===== src/rtl/rpfa_ram.sv =====
module rpfa_ram #(
  parameter int Width = 8,
  parameter int Depth = 16
) (
  input  logic                     clk_i,
  input  logic                     we_i,
  input  logic [$clog2(Depth)-1:0] waddr_i,
  input  logic [Width-1:0]         wdata_i,
  input  logic [$clog2(Depth)-1:0] raddr_i,
  output logic [Width-1:0]         rdata_o
);

  logic [Width-1:0] mem_q [Depth];

  always_ff @(posedge clk_i) begin
    if (we_i) begin
      mem_q[waddr_i] <= wdata_i;
    end
    rdata_o <= mem_q[raddr_i];
  end

endmodule


===== config.mk =====
export PLATFORM = sky130hd
export DESIGN_NAME = rpfa_ram
export DESIGN_NICKNAME = d
export VERILOG_FILES = /design/src/rtl/rpfa_ram.sv
export SDC_FILE = /design/constraint.sdc
export NUM_CORES = 1
export LEC_CHECK = 0
export BUFFER_PORTS_ARGS = -buffer_cell sky130_fd_sc_hd__buf_4
export CAP_MARGIN = 20
export CORE_ASPECT_RATIO = 1.2
export CORE_MARGIN = 2
export CORE_UTILIZATION = 55
export DETAILED_ROUTE_END_ITERATION = 16
export GPL_ROUTABILITY_DRIVEN = 1
export PLACE_DENSITY_LB_ADDON = 0.25
export SETUP_SLACK_MARGIN = 0.02
export SKIP_CTS_REPAIR_TIMING = 1
export SYNTH_ARGS = -nofsm -noshare
export SYNTH_HDL_FRONTEND = slang
export SYNTH_SLANG_ARGS = --single-unit
export TNS_END_PERCENT = 20

===== constraint.sdc =====
create_clock -name clk_i -period 4.3 [get_ports clk_i]
set_input_delay 0.86 -clock clk_i [delete_from_list [all_inputs] [get_ports clk_i]]
set_output_delay 0.86 -clock clk_i [all_outputs]
set_load 0.02 [all_outputs]

==> results of run 1 <==
==> metrics by stage <==
| step | cells | utilization [%] | area (um2) | total power, uW | hold slack [ns] |
|---|---|---|---|---|---|
| 2_1_floorplan | 229 | - | 5150 | 1600 | 0.629 |
| 5_1_grt | 399 | 65.9 | 5990 | 3080 | 0.646 |
| 6_report | 399 | 65.9 | 5990 | 2980 | 0.648 |
| 3_3_place_gp | 366 | 59.7 | 5420 | 1660 | 0.663 |
| 4_1_cts | 398 | 65.9 | 5980 | 3000 | 0.629 |
| 3_5_place_dp | 366 | 59.7 | 5420 | 1670 | 0.674 |
==> how the worst max path moves through the flow <==
stage	end	slack (ns)	cells past startpoint
after CTS	mem_q[0][5]	2.07	3
after global placement	mem_q[0][7]	1.64	3
after floorplan	mem_q[0][0]	1.95	2
final	rdata_o[5]	2.30	4
after global routing	rdata_o[3]	2.20	4
after detailed placement	mem_q[0][3]	1.52	3
==> worst reg2reg max path, stage by stage, from the launching register on <==
cell and delay [ns]:
edfxtp_1 0.39, mux4_2 0.50, a22oi_1 0.27, nand2_1 0.12
==> logic make-up (layout without fill, tap and decap cells) <==
family / Yosys count / in the layout / synth area share (%)
compound gates: 16 / 16 / 2.33
buf+inv: 10 / 60 / 1.68
flops: 136 / 136 / 77.8
mux: 32 / 32 / 15.0
simple gates: 35 / 35 / 3.18
==> state kept, by name (all words and copies together) (netlist names) <==
signal and count:
rdata_o 8, mem_q 128
==> cell type report <==
type,count,area share (%)
clock buffers,19,7.21
clock inverters,13,2.19
flip-flops and latches,136,66.9
repair buffers,28,3.47
multi-input cells,83,17.7
well taps,120,2.51
==> cells in the final DEF (no fill, tap or decap), types with 3 or more instances in the layout <==
cell type	count
a22oi_1	16
mux4_2	18
buf_4	27
dfxtp_1	8
clkbuf_16	16
clkinvlp_4	5
nor3_1	3
clkinv_2	5
nand2_1	9
edfxtp_1	128
mux4_1	14
nor2_1	13
==> power by group through the flow <==
stage,Clock [uW],Sequential (uW),Combinational [uW]
floorplan,0,1530,75.2
global placement,0,1520,146
detailed placement,0,1520,149
CTS,1360,1490,149
global route,1420,1490,160
finish,1340,1490,147
==> layer usage <==
metal | share of wire, % | up-vias | global-route usage, %
li1 | - | 1047 | -
met1 | 42 | 1218 | 28.1
met2 | 52 | 86 | 33.5
met3 | 4.6 | 10 | 6.87
met4 | 1.1 | 0 | 6.40
met5 | 0 | - | 0
==> flow_metrics.env, run 1 <==
export IMPL_grt_first_pass_wirelength_mm=14.3
export IMPL_clockBufferDepth=2
export IMPL_p_comb_share_pct=4.9
export IMPL_cts_sinks=136
export IMPL_path_max_fanout=32
export IMPL_outcome="completed"
export IMPL_dpl_worst_slack_ns=1.52
export IMPL_postSynth_asyncResetShare_pct=0
export IMPL_drc_errors=0
export IMPL_cap_violations=0
export IMPL_p_clk_share_pct=45.0
export IMPL_fmax_mhz=501
export IMPL_ys_ff_latch=136
export IMPL_ys_warn_count=0
export IMPL_first_pass_iters=5
export IMPL_switching_share_pct=20.2
export IMPL_syn_area_per_cell_um2=22.5
export IMPL_fin_ws_ns=2.30
export IMPL_cts_clk_slew_worst_paths_ns=0.06
export IMPL_startpoint_type="primary input"
export IMPL_grt_util_all_layers_pct=21.0
export IMPL_dieArea_mm2=0.0102
export IMPL_htree_levels=4
export IMPL_clock_latency_ns=0.52
export IMPL_cp_startpoint="raddr_i[0]"
export IMPL_drv_slew=0
export IMPL_hp_class="primary input to flop"
export IMPL_fp_dieH_um=110
export IMPL_hold_start="wdata_i[4]"
export IMPL_holdPathEnd="mem_q[13][4]"
export IMPL_reg2reg_depth=3
export IMPL_area_growth_pct=16.3
export IMPL_fin_skew_ns=0.00949
export IMPL_critPathKind="primary input to flop"
export IMPL_finalNetCount=284
export IMPL_drtIter0Drc=260
export IMPL_final_min_clock_period_ns=2.00
export IMPL_synth_net_count=247
export IMPL_arrival_ns=2.40
export IMPL_n_antenna_cell=0
export IMPL_synth_commonest_cells="edfxtp_1 (128), mux4_2 (18), a22oi_1 (16), mux4_1 (14), nor2_1 (13)"
export IMPL_max_stage_delay_ns=0.66
export IMPL_hold_depth=1
export IMPL_grt_max_degree=33
export IMPL_io_pins=26
export IMPL_cts_buffers=17
export IMPL_rrSetupSlack_ns=2.92
export IMPL_irDropWorstVdd_uv=344
export IMPL_fill_cells=576
export IMPL_initial_core_util_pct=56.7
export IMPL_grt_ovfl_total=0
export IMPL_fin_crit_sh_pct=46.4
export IMPL_synth_ff_type="edfxtp_1"
export IMPL_antenna_found_initial=0
export IMPL_vias=2361
export IMPL_hold_viol_final=0
export IMPL_dp_hpwl_mm=5.69
export IMPL_numPortBuffers=25
export IMPL_cts_tree="done"
export IMPL_synth_edf_count=128
export IMPL_root_buffer="clkbuf_8"
export IMPL_power_net_switching_uw=603
export IMPL_finalSetupTns_ns=0
export IMPL_num_rows=38
export IMPL_synth_most_common_cell="edfxtp_1"
export IMPL_wl_mm=9.50
export IMPL_ant_nets=0
export IMPL_p_per_area_mw_per_mm2=498
export IMPL_tightest_slew_ns=0.932
export IMPL_critPathCaptureType="flop"
export IMPL_via_per_inst=5.92
export IMPL_yosysSeqAreaShare_pct=77.8
export IMPL_final_seq_area_mm2=0.00400
export IMPL_rr_endpoint="rdata_o[4]"
export IMPL_core_area_mm2=0.00908
export IMPL_rsz0062_at_grt="false"
export IMPL_leakagePower_uw=0.00200
export IMPL_r2r_start="mem_q[3][4]"
export IMPL_dieWidth_um=92.3
export IMPL_required_ns=4.71
export IMPL_yosysUniqueCellTypes=19
export IMPL_multi_input_area_mm2=0.00106
export IMPL_cp_slowest_cell="mux4_1"
export IMPL_syn_cell_area_mm2=0.00515
export IMPL_wl_per_cell_um=23.8
export IMPL_crit_buf_inv=1
export IMPL_grt_pass1_vias=2422
export IMPL_gp_congestion=0.749
export IMPL_setup_viol=0
export IMPL_layout_drive_gt1_share_pct=28.3
export IMPL_relSlewSlack_pct=37.6
export IMPL_yosysTopAreaCell="edfxtp_1"
export IMPL_internal_power_uw=2380
export IMPL_p_seq_share_pct=50.0
export IMPL_yosys_area_top_type_share_pct=74.7
export IMPL_critPathTopFamily="multiplexers"
export IMPL_synthTopCellsByArea="edfxtp_1 (75%), mux4_2 (7.9%), mux4_1 (7.1%)"
export IMPL_synth_cells=229
export IMPL_crit_path_cell_trace="buf_4 > mux4_1 > a22oi_1 > nand2_1"
Note: power is estimated with default switching activity, not from simulation.
==> run 2: changes to the inputs <==
--- a/config.mk
+++ b/config.mk
@@ -5,6 +5,7 @@
 export SDC_FILE = /design/constraint.sdc
 export NUM_CORES = 1
 export LEC_CHECK = 0
+export ABC_AREA = 1
 export BUFFER_PORTS_ARGS = -buffer_cell sky130_fd_sc_hd__buf_4
 export CAP_MARGIN = 20
 export CORE_ASPECT_RATIO = 1.2
==> constraint.sdc (replaced) <==
create_clock -name clk_i -period 1.9 [get_ports clk_i]
set_input_delay 0.38 -clock clk_i [delete_from_list [all_inputs] [get_ports clk_i]]
set_output_delay 0.38 -clock clk_i [all_outputs]
set_load 0.02 [all_outputs]
==> flow_metrics.env, run 2 <==
export IMPL_critPathCaptureType="output pin"
export IMPL_power_net_switching_uw=1520
export IMPL_fin_skew_ns=0.00622
export IMPL_ant_nets=0
export IMPL_antenna_found_initial=0
export IMPL_synthTopCellsByArea="edfxtp_1 (67%), nand2_1 (11%), nand3_1 (8.4%)"
export IMPL_fmax_mhz=797
export IMPL_crit_buf_inv=1
export IMPL_top_register="mem_q"
export IMPL_internal_power_uw=5940
export IMPL_drc_errors=0
export IMPL_grt_pass1_vias=3855
export IMPL_syn_area_per_cell_um2=10.5
export IMPL_arrival_ns=0.87
export IMPL_p_seq_share_pct=45.2
export IMPL_hp_class="primary input to flop"
export IMPL_largestRegisters="mem_q: 128 flops, rdata_o: 8 flops"
export IMPL_io_pins=26
export IMPL_hold_depth=3
export IMPL_yosysSeqAreaShare_pct=69.4
export IMPL_p_per_area_mw_per_mm2=1100
export IMPL_p_comb_share_pct=6.1
export IMPL_fp_dieH_um=116
export IMPL_drv_slew=0
export IMPL_drtIter0Drc=316
export IMPL_max_stage_delay_ns=0.32
export IMPL_initial_core_util_pct=57.0
export IMPL_switching_share_pct=20.3
export IMPL_yosysTopAreaCell="edfxtp_1"
export IMPL_setup_viol=0
export IMPL_htree_levels=4
export IMPL_rrSetupSlack_ns=0.86
export IMPL_synth_ff_type="edfxtp_1"
export IMPL_cts_buffers=17
export IMPL_cts_tree="done"
export IMPL_largest_reg_flops=128
export IMPL_grt_ovfl_total=0
export IMPL_final_cell_mix="nand2_1 (173), edfxtp_1 (128), inv_1 (100)"
export IMPL_synth_cells=551
export IMPL_dp_hpwl_mm=7.50
export IMPL_layout_commonest_cell="nand2_1"
export IMPL_synth_most_common_cell="nand2_1"
export IMPL_path_max_fanout=1
export IMPL_cap_violations=0
export IMPL_first_pass_iters=5
export IMPL_clock_latency_ns=0.42
export IMPL_vias=3859
export IMPL_layout_drive_gt1_share_pct=12.9
export IMPL_clockBufferDepth=2
export IMPL_r2r_start="mem_q[6][0]"
export IMPL_postSynth_asyncResetShare_pct=0
export IMPL_fin_ws_ns=0.646
export IMPL_dpl_worst_slack_ns=0.410
export IMPL_grt_first_pass_wirelength_mm=20.3
export IMPL_synth_net_count=569
export IMPL_irDropWorstVdd_uv=760
export IMPL_area_growth_pct=17.7
export IMPL_wl_mm=12.7
export IMPL_required_ns=1.52
export IMPL_ys_ff_latch=136
export IMPL_rsz0062_at_grt="false"
export IMPL_rr_endpoint="rdata_o[0]"
export IMPL_wl_per_cell_um=17.4
export IMPL_fin_crit_sh_pct=66.0
export IMPL_n_antenna_cell=0
export IMPL_syn_cell_area_mm2=0.00577
export IMPL_hold_start="raddr_i[3]"
export IMPL_holdPathEnd="rdata_o[3]"
export IMPL_relSlewSlack_pct=64.8
export IMPL_dieArea_mm2=0.0113
export IMPL_cts_sinks=136
export IMPL_startpoint_type="flop"
export IMPL_grt_util_all_layers_pct=24.7
export IMPL_hold_viol_final=0
export IMPL_tightest_slew_ns=0.528
export IMPL_p_clk_share_pct=48.7
export IMPL_dieWidth_um=97.5
export IMPL_yosys_area_top_type_share_pct=66.7
export IMPL_critPathTopFamily="flip-flops"
export IMPL_final_min_clock_period_ns=1.25
export IMPL_numPortBuffers=25
export IMPL_cp_slowest_cell="dfxtp_1"
export IMPL_crit_path_cell_trace="buf_4"
export IMPL_num_rows=40
export IMPL_cts_clk_slew_worst_paths_ns=0.06
export IMPL_leakagePower_uw=0.00297
export IMPL_reg2reg_depth=6
export IMPL_gp_congestion=0.845
export IMPL_synth_edf_count=128
export IMPL_critPathKind="flop to output pin"
export IMPL_finalSetupTns_ns=0
export IMPL_finalNetCount=610
export IMPL_core_area_mm2=0.0101
export IMPL_synth_commonest_cells="nand2_1 (173), edfxtp_1 (128), inv_1 (100), nand3_1 (97), nor2_1 (17)"
export IMPL_ys_warn_count=0
export IMPL_yosysUniqueCellTypes=12
export IMPL_outcome="completed"
export IMPL_root_buffer="clkbuf_16"
export IMPL_grt_max_degree=65
export IMPL_via_per_inst=5.28
-- run 2: kinds of logic (layout without fill, tap and decap cells) --
group | Yosys count | after routing | share of synthesized area [%]
flip-flops | 136 | 136 | 69.4
buffers and inverters | 126 | 180 | 9.52
AND/OR/NAND/NOR | 289 | 289 | 21.0
-- run 2: area by class of cell --
| type | count | area, um2 |
|---|---|---|
| clock inverter | 14 | 229 |
| fill | 762 | 3320 |
| clock buffer | 18 | 429 |
| inverter | 102 | 383 |
| multi-input combinational | 289 | 1210 |
| tap | 126 | 158 |
| sequential | 136 | 4000 |
| timing repair buffer | 46 | 370 |
-- run 2: how the worst max path moves through the flow --
stage / from / endpoint / slack (ns) / depth (start not counted)
CTS: rdata_o[3] / rdata_o[3] / 0.62 / 1
global route: rdata_o[3] / rdata_o[3] / 0.59 / 1
global placement: waddr_i[2] / mem_q[8][7] / 0.39 / 4
floorplan: waddr_i[2] / mem_q[10][0] / 0.57 / 2
detailed placement: raddr_i[1] / rdata_o[0] / 0.41 / 7
finish: rdata_o[3] / rdata_o[3] / 0.65 / 1
-- run 2: power groups by stage --
stage	clock, uW	sequential [uW]	combinational (uW)
after floorplan	0	3460	237
after global placement	0	3430	442
after detailed placement	0	3440	451
after CTS	3670	3370	455
after global routing	3790	3380	501
final	3630	3370	452
-- run 2: stage by stage --
| stage | utilization, % | total power [uW] | instance area [um2] | instances | hold WS [ns] |
|---|---|---|---|---|---|
| 6_report | 67.1 | 7460 | 6790 | 731 | 0.278 |
| 3_3_place_gp | 60.6 | 3880 | 6130 | 699 | 0.666 |
| 3_5_place_dp | 60.6 | 3890 | 6130 | 699 | 0.680 |
| 4_1_cts | 67.1 | 7500 | 6790 | 731 | 0.254 |
| 5_1_grt | 67.1 | 7670 | 6790 | 731 | 0.270 |
| 2_1_floorplan | - | 3690 | 5770 | 551 | 0.479 |
-- run 2: layer usage --
layer / GRT usage [%] / vias up / wire (um)
met5: 0 / - / 0
met4: 13.2 / 0 / 533
met3: 6.34 / 41 / 816
met2: 40.2 / 156 / 6250
met1: 30.9 / 1808 / 5110
li1: - / 1854 / -
